## src/design/ttcp_pkg.sv

```systemverilog
`default_nettype none
package ttcp_pkg;

  localparam int CoordW   = 16;
  localparam int CfgW     = 16;
  localparam int HalfW    = 13;
  localparam int IdxW     = 3;
  localparam int VW       = 21;
  localparam int OutW     = 20;
  localparam int Lanes    = 6;
  localparam int QuoW     = 30;
  localparam int RemW     = 52;
  localparam int ZW       = 21;
  localparam int DotW     = 68;

  localparam int RotHalf    = 8192;
  localparam int RotShift   = 14;
  localparam int ZOffset    = 12288;
  localparam int NoDivZ     = 4096;
  localparam int RoundBias  = 128;
  localparam int RoundShift = 8;
  localparam int OutMax     = 524287;
  localparam int OutMin     = -524288;

  typedef enum logic [IdxW-1:0] {
    CFG_COS_Z,
    CFG_SIN_Z,
    CFG_COS_X,
    CFG_SIN_X,
    CFG_X_FOCAL,
    CFG_Y_FOCAL,
    CFG_HALF_W,
    CFG_HALF_H
  } cfg_idx_t;

  typedef struct packed {
    logic signed [CoordW-1:0] a_x;
    logic signed [CoordW-1:0] a_y;
    logic signed [CoordW-1:0] a_z;
    logic signed [CoordW-1:0] b_x;
    logic signed [CoordW-1:0] b_y;
    logic signed [CoordW-1:0] b_z;
    logic signed [CoordW-1:0] c_x;
    logic signed [CoordW-1:0] c_y;
    logic signed [CoordW-1:0] c_z;
  } tri_in_t;

  typedef struct packed {
    logic                   visible;
    logic signed [OutW-1:0] screen_a_x;
    logic signed [OutW-1:0] screen_a_y;
    logic signed [OutW-1:0] screen_b_x;
    logic signed [OutW-1:0] screen_b_y;
    logic signed [OutW-1:0] screen_c_x;
    logic signed [OutW-1:0] screen_c_y;
  } tri_out_t;

  typedef struct packed {
    logic signed [CfgW-1:0] cos_z;
    logic signed [CfgW-1:0] sin_z;
    logic signed [CfgW-1:0] cos_x;
    logic signed [CfgW-1:0] sin_x;
    logic [CfgW-1:0]        x_focal;
    logic [CfgW-1:0]        y_focal;
    logic [HalfW-1:0]       half_w;
    logic [HalfW-1:0]       half_h;
  } cfg_t;

  typedef struct packed {
    logic signed [VW-1:0] x;
    logic signed [VW-1:0] y;
    logic signed [VW-1:0] z;
  } vert_t;

  typedef struct packed {
    logic            neg;
    logic            ovf;
    logic [RemW-1:0] rem;
    logic [ZW-1:0]   div;
    logic [QuoW-1:0] quo;
  } lane_t;

  typedef struct packed {
    logic                   vis;
    lane_t [Lanes-1:0]      lane;
  } div_item_t;

endpackage
`default_nettype wire

```

## src/design/ttcp_finish.sv

```systemverilog
`default_nettype none
module ttcp_finish (
  input  logic                clk,
  input  logic                rst,
  input  logic                in_valid,
  output logic                in_ready,
  input  ttcp_pkg::div_item_t in_data,
  input  ttcp_pkg::cfg_t      cfg,
  output logic                out_valid,
  input  logic                out_ready,
  output ttcp_pkg::tri_out_t  out_data
);
  import ttcp_pkg::*;

  logic [1:0] vld;
  logic [1:0] en;

  assign en[1] = !vld[1] || out_ready;
  assign en[0] = !vld[0] || en[1];
  assign in_ready  = en[0];
  assign out_valid = vld[1];

  always_ff @(posedge clk) begin
    if (rst) begin
      vld <= '0;
    end else begin
      if (en[0]) vld[0] <= in_valid;
      if (en[1]) vld[1] <= vld[0];
    end
  end

  // stage 1: signed floor quotient, round by 256
  logic signed [31:0] qs [Lanes];
  logic signed [23:0] t1 [Lanes];
  logic               ovf1 [Lanes];
  logic               neg1 [Lanes];
  logic               vis1;

  always_comb begin
    for (int l = 0; l < Lanes; l++) begin
      qs[l] = $signed({2'b00, in_data.lane[l].quo});
      if (in_data.lane[l].neg) begin
        qs[l] = -(qs[l] + ((in_data.lane[l].rem != '0) ? 32'sd1 : 32'sd0));
      end
    end
  end

  always_ff @(posedge clk) begin
    if (en[0]) begin
      for (int l = 0; l < Lanes; l++) begin
        t1[l]   <= 24'((qs[l] + 32'(RoundBias)) >>> RoundShift);
        ovf1[l] <= in_data.lane[l].ovf;
        neg1[l] <= in_data.lane[l].neg;
      end
      vis1 <= in_data.vis;
    end
  end

  // stage 2: screen offset and saturation
  logic signed [24:0]     s [Lanes];
  logic signed [OutW-1:0] sat [Lanes];

  always_comb begin
    for (int l = 0; l < Lanes; l++) begin
      if (l % 2 == 0) begin
        s[l] = 25'(t1[l]) + $signed({8'b0, cfg.half_w, 4'b0});
      end else begin
        s[l] = 25'(t1[l]) + $signed({8'b0, cfg.half_h, 4'b0});
      end
      if (!vis1) begin
        sat[l] = '0;
      end else if (ovf1[l]) begin
        sat[l] = neg1[l] ? OutW'(OutMin) : OutW'(OutMax);
      end else if (s[l] > 25'(OutMax)) begin
        sat[l] = OutW'(OutMax);
      end else if (s[l] < 25'(OutMin)) begin
        sat[l] = OutW'(OutMin);
      end else begin
        sat[l] = OutW'(s[l]);
      end
    end
  end

  always_ff @(posedge clk) begin
    if (en[1]) begin
      out_data.visible    <= vis1;
      out_data.screen_a_x <= sat[0];
      out_data.screen_a_y <= sat[1];
      out_data.screen_b_x <= sat[2];
      out_data.screen_b_y <= sat[3];
      out_data.screen_c_x <= sat[4];
      out_data.screen_c_y <= sat[5];
    end
  end

endmodule
`default_nettype wire

```

## config.mk

```make
export PLATFORM = sky130hd
export DESIGN_NAME = ttcp_finish
export DESIGN_NICKNAME = d
export VERILOG_FILES = /design/src/design/ttcp_pkg.sv /design/src/design/ttcp_finish.sv
export SDC_FILE = /design/constraint.sdc
export NUM_CORES = 1
export LEC_CHECK = 0
export BUFFER_PORTS_ARGS = -buffer_cell sky130_fd_sc_hd__buf_2
export CORE_AREA = 2 2 339 341
export DETAILED_ROUTE_END_ITERATION = 6
export DIE_AREA = 0 0 341 343
export PLACE_DENSITY = 0.45
export SLEW_MARGIN = 5
export SYNTH_ARGS = -nofsm -noshare
export SYNTH_HDL_FRONTEND = slang
export SYNTH_SLANG_ARGS = --single-unit
```

## constraint.sdc

```tcl
create_clock -name clk -period 7.8 [get_ports clk]
set_clock_uncertainty 0.15 [all_clocks]
set_input_delay 1.56 -clock clk [delete_from_list [all_inputs] [get_ports clk]]
set_output_delay 1.56 -clock clk [all_outputs]
set_load 0.01 [all_outputs]
```

# == Word-level counts from Yosys, hierarchy flattened ==
# Memories as Yosys holds them, arrays and structs flattened.
# Cells that the tools add are included.
# word_totals
reg_bits,124
ram_bits,156
n_memories,3
# memory_table
memory,words,width,read_ports,rd_ports_with_merged_regs,write_ports,line,text
t1,6,24,6,0,6,ttcp_finish.sv:34,logic signed [23:0] t1 [Lanes];
neg1,6,1,6,0,6,ttcp_finish.sv:36,logic neg1 [Lanes];
ovf1,6,1,6,0,6,ttcp_finish.sv:35,logic ovf1 [Lanes];
# classes
add_sub_neg,24
order_cmp,12
n_mux,38
reduce_logical,10
# op_table
operator,count
20-bit 2-to-1 mux,24
52-bit nonzero test,6
32-bit by 9-bit adder with 32-bit output (second input constant),6
32-bit 2-to-1 mux,6
31-bit negation with 32-bit output,6
30-bit by 1-bit adder with 31-bit output,6
24-bit by 18-bit adder with 25-bit output,6
25-bit by 20-bit greater-than comparator with 1-bit output (second input constant),6
25-bit by 20-bit less-than comparator with 1-bit output (second input constant),6
1-bit 2-to-1 mux,8
1-bit logical NOT,2
1-bit logical OR,2

# == Depth between registers and ports, before layout ==
# depth
depth_word,6
depth_mapped,17
mapped_depth_nobuf,16

# == Worst setup path before layout ==
# No wires, ideal clock.
# synth_timing
kind,input -> output
start,input port out_ready
end,output port in_ready
arrival_ns,4.983
required_ns,6.090
path_slack_ns,1.107
cell_stages,2
path_buffers,0
cell_sequence,nor2b_1 > nand2_1
# synth_between
elab_chain_len,2
# synth_lines
item,line,text
from (decl),ttcp_finish.sv:10,"input logic out_ready,"
1-bit logical OR,ttcp_finish.sv:18,assign en[1] = !vld[1] || out_ready;
1-bit logical OR,ttcp_finish.sv:19,assign en[0] = !vld[0] || en[1];
to (decl),ttcp_finish.sv:6,"output logic in_ready,"
# Every way passes these cells.

==> results.txt <==
The sequential-to-total area share from yosys stat is 0.281. The Yosys step of the flow raised 0 warnings. The worst path needs 5.62 ns of the cycle, external delays included. The leakage power was 16.0 nW. The number of nets with antenna violations after routing was 0; the post-CTS resize count was 0.

The die is 341 um wide. Buffers inserted to repair hold after CTS numbered 0. In this run, CTS created clock tree buffers numbering 37. Counting cells, the worst reg-to-reg path comes to 14. Entering global routing, the biggest net connects 73 pins. The commonest non-fill, non-tap cell in the layout was sky130_fd_sc_hd__buf_2. The first routing iteration left 1578 violations.

In this run the number of cells on the critical path is 15. The number of antenna violations at the first check in global routing is 17. The slew at the pin with the worst max-slew slack is 1.12 ns. First element of the critical path: in_data[12]. Starting density of the core: 0.263. The count of TritonRoute iterations in the first routing pass came out at 5.

Number of nets at the end of the flow: 5223. STA classifies the critical path startpoint as an input port. The number of nets in the synthesized netlist is 4603. The buffer and inverter count on the worst path is 2. On the final layout, the worst hold slack is 0.372 ns. The post-route clock period utilization was 0.721; the smallest setup slack after layout was 2.18 ns. In this run the number of H-tree levels came out at 2.

The run gives 1.60 ns as the worst setup slack after placement. The full die area came out at 0.117 sq mm. In this run the critical register-to-register path is launched from t1[1][4]. Leaving out fill and tap cells, the most frequent cells in the layout are 657 x sky130_fd_sc_hd__buf_2, 285 x sky130_fd_sc_hd__nand2_1, 282 x sky130_fd_sc_hd__a21oi_1, 278 x sky130_fd_sc_hd__edfxtp_1, 274 x sky130_fd_sc_hd__inv_1. The average size of a mapped cell works out to 8.34 sq um. Ranked by total cell area, the synthesized netlist is headed by sky130_fd_sc_hd__edfxtp_1 28%, sky130_fd_sc_hd__ha_1 11%, sky130_fd_sc_hd__xnor2_1 5.3%, sky130_fd_sc_hd__a21oi_1 4.7%, sky130_fd_sc_hd__nand2_1 3.6%.

Summing every instance area after synthesis gives 0.0298 sq mm. The critical path in this run is classified as input port to flop. The maximum count of clock buffers along a single path was 3. After routing the design area is 0.0360 sq mm. For this run, the slowest stage of the critical path takes 0.57 ns. Routability-driven placement finished with a final weighted congestion of 0.919. The kind of cell with the highest combined delay on the critical path is compound AO/OA/AOI/OAI gates. Count of unique library cells instantiated by Yosys: 90.

Counting stages on the worst path, the most repeated cell is sky130_fd_sc_hd__a21oi_1. The core occupancy in the finished layout is 0.318. The area share of the leading cell type in the synthesized netlist is 0.280.

Counting flops with a built-in enable in the synthesized netlist gives 278. The number of buffer cells added on primary ports was 657. The path class of the tightest hold or removal check is flop to flop. The number of synthesized register bits came out at 280. Using the TritonRoute via totals, the vias-per-cell ratio works out to 5.06.

The tools report the worst reg2reg path endpoint as out_data[82]. Clock edge transition at the registers on the reported setup and hold paths: 0.06 ns. The maximum net fanout on the critical path is 11, and the upper clock frequency limit is 178 MHz. In this run the vertical extent of the chip is 343 um. For this design the top-level I/O count stands at 880.

Top flip-flop cell by instance count after synthesis: sky130_fd_sc_hd__edfxtp_1. Setup repair after global routing left no endpoint under its margin. The tools report the critical path endpoint category as a flop. The worst slew slack as a fraction of its limit is 0.249, and the required time of the critical path is 7.94 ns. The number of failing hold endpoints at the final stage was 0.

The signed area change from the synthesized netlist to the final layout is 20.8%. The slowest stage of the critical path belongs to the cell sky130_fd_sc_hd__or4b_1. The run gives 0 ns as the setup total negative slack. For this block, the routed nets add up to 105 mm of wire. Data arrives at the worst endpoint at 5.76 ns. Of all cell types, the one taking the most synthesized area is sky130_fd_sc_hd__edfxtp_1. IR analysis of the VDD net gives a maximum drop of 0.000119 V. The flow ran to the end, and the final reports show no timing, DRC or antenna violations. The final setup violation count was 0; the area of the core was 0.113 sq mm.

CTS saw 280 sinks. Walking the worst path, the cells encountered are buf_2, inv_1, ha_1, a21oi_1, o21ai_0, or4b_1, a31o_2, and3_1, a2111oi_0, o21ai_1, and4bb_2, nand3_1, nand3b_1, o41ai_1, a21oi_1. Placed instance area: 0.0348 sq mm. The tool flagged a number of max-cap violations equal to 0. The first global-routing pass estimated 158 mm of wire. For this run, design rule violations remaining after detail routing come to 0.

The share of synthesized flip-flops with an asynchronous set or reset is 0, and the number of vias after detailed routing is 29000. TritonCTS built the clock tree. The all-layer global routing usage is 0.171. Worst setup path endpoint: t1[0][23].

After floorplanning, the core was divided into 124 placement rows. The max-slew violation count is 0. The minimum setup slack among reg-to-reg paths came out at 3.11 ns. Via count of the first global-routing pass: 28100.

The cell count after synthesis came out at 3576. The routed length per instance was 18.3 um. Once the clock tree was built, the setup fixing pass inserted 0 buffers. Summed over all layers, the global routing overflow is 0. The share of cells above drive strength 1 came out at 0.193.

In this run the power density over the cells is 173 mW/mm^2. The tree is rooted in a sky130_fd_sc_hd__clkbuf_16. Detailed placement finished with a half-perimeter wire length of 86.1 mm.

The clock reaches the later pin of the worst-skew pair after 0.56 ns.
metal layers:
layer | wire [um] | global-route usage
met5 | 100 | 0
met4 | 2780 | 0.0466
met2 | 49400 | 0.295
met1 | 46800 | 0.220
met3 | 5780 | 0.0296
final cells by class:
cell class,instances,area [sq um]
clock inverters,18,206
well taps,1512,1890
multi-input cells,2922,20000
inverters,276,1040
diodes,7,17.5
clock buffers,46,1000
flip-flops and latches,280,8390
fillers,12300,77400
repair buffers,679,3450
power breakdown:
group / total, W / internal, W / switching [W]
Sequential: 0.00210 / 0.00195 / 0.000150
Clock: 0.00173 / 0.00105 / 0.000680
Combinational: 0.00240 / 0.000995 / 0.00141
registers in the layout, summed over array words and instances (netlist names):
register	flops
ovf1	6
vld	2
neg1	6
vis1	1
out_data	121
t1	144
kinds of logic after synthesis:
group / Yosys count / synth area share
AO/OA/AOI/OAI: 1056 / 0.233
AND/OR/NAND/NOR: 1240 / 0.215
multiplexers: 77 / 0.0264
adder cells (fa/ha/maj): 270 / 0.115
XOR/XNOR: 279 / 0.0820
flip-flops: 280 / 0.281
buffers and inverters: 374 / 0.0473
Yosys cell counts (8+ instances only):
master	number
sky130_fd_sc_hd__o2111ai_1	9
sky130_fd_sc_hd__nor4_1	107
sky130_fd_sc_hd__a211oi_1	52
sky130_fd_sc_hd__ha_1	264
sky130_fd_sc_hd__nand4_1	70
sky130_fd_sc_hd__o21a_1	40
sky130_fd_sc_hd__nor2_1	268
sky130_fd_sc_hd__nand2b_1	47
sky130_fd_sc_hd__a21boi_0	13
sky130_fd_sc_hd__and2_1	27
sky130_fd_sc_hd__nor3b_1	19
sky130_fd_sc_hd__mux2_2	12
sky130_fd_sc_hd__o311ai_0	9
sky130_fd_sc_hd__a31o_2	14
sky130_fd_sc_hd__or3_1	39
sky130_fd_sc_hd__o211ai_1	35
sky130_fd_sc_hd__nor2b_1	37
sky130_fd_sc_hd__and3_1	43
sky130_fd_sc_hd__a211o_1	9
sky130_fd_sc_hd__mux2i_1	65
sky130_fd_sc_hd__o211a_1	8
sky130_fd_sc_hd__edfxtp_1	278
sky130_fd_sc_hd__a21oi_1	282
sky130_fd_sc_hd__o31ai_1	31
sky130_fd_sc_hd__nor3_1	93
sky130_fd_sc_hd__nand2_1	286
sky130_fd_sc_hd__buf_1	11
sky130_fd_sc_hd__nand3b_1	21
sky130_fd_sc_hd__o21bai_1	37
sky130_fd_sc_hd__or2_2	23
sky130_fd_sc_hd__nor4b_1	9
sky130_fd_sc_hd__a2111oi_0	9
sky130_fd_sc_hd__xnor2_1	180
sky130_fd_sc_hd__and4_1	16
sky130_fd_sc_hd__nand3_1	92
sky130_fd_sc_hd__clkbuf_1	83
sky130_fd_sc_hd__xor2_1	99
sky130_fd_sc_hd__o21ai_0	209
sky130_fd_sc_hd__a31oi_1	42
sky130_fd_sc_hd__o31a_1	11
sky130_fd_sc_hd__a21o_1	136
sky130_fd_sc_hd__inv_1	275
sky130_fd_sc_hd__a221oi_1	12
per-stage QoR:
stage	power [W]	cells
CTS	0.00631	5733
floorplan	0.00372	3576
global placement	0.00454	5669
finish	0.00623	5740
detailed placement	0.00453	5669
global route	0.00666	5736
worst min path at each step:
stage                     startpoint  cells after the start            to
final                         vld[0]                      2        vld[1]
after detailed placement    t1[2][3]                      1  out_data[63]
after global routing        t1[2][3]                      1  out_data[63]
after CTS                     vld[0]                      2        vld[1]
after floorplan               vld[0]                      2        vld[1]
after global placement      t1[2][0]                      1  out_data[60]
worst min-delay path, delay by kind of cell (launching register included):
family | cells | cell delay, ns
and+or+nand+nor | 2 | 0.15
DFF | 1 | 0.34
(Power assumes the default switching activity.)
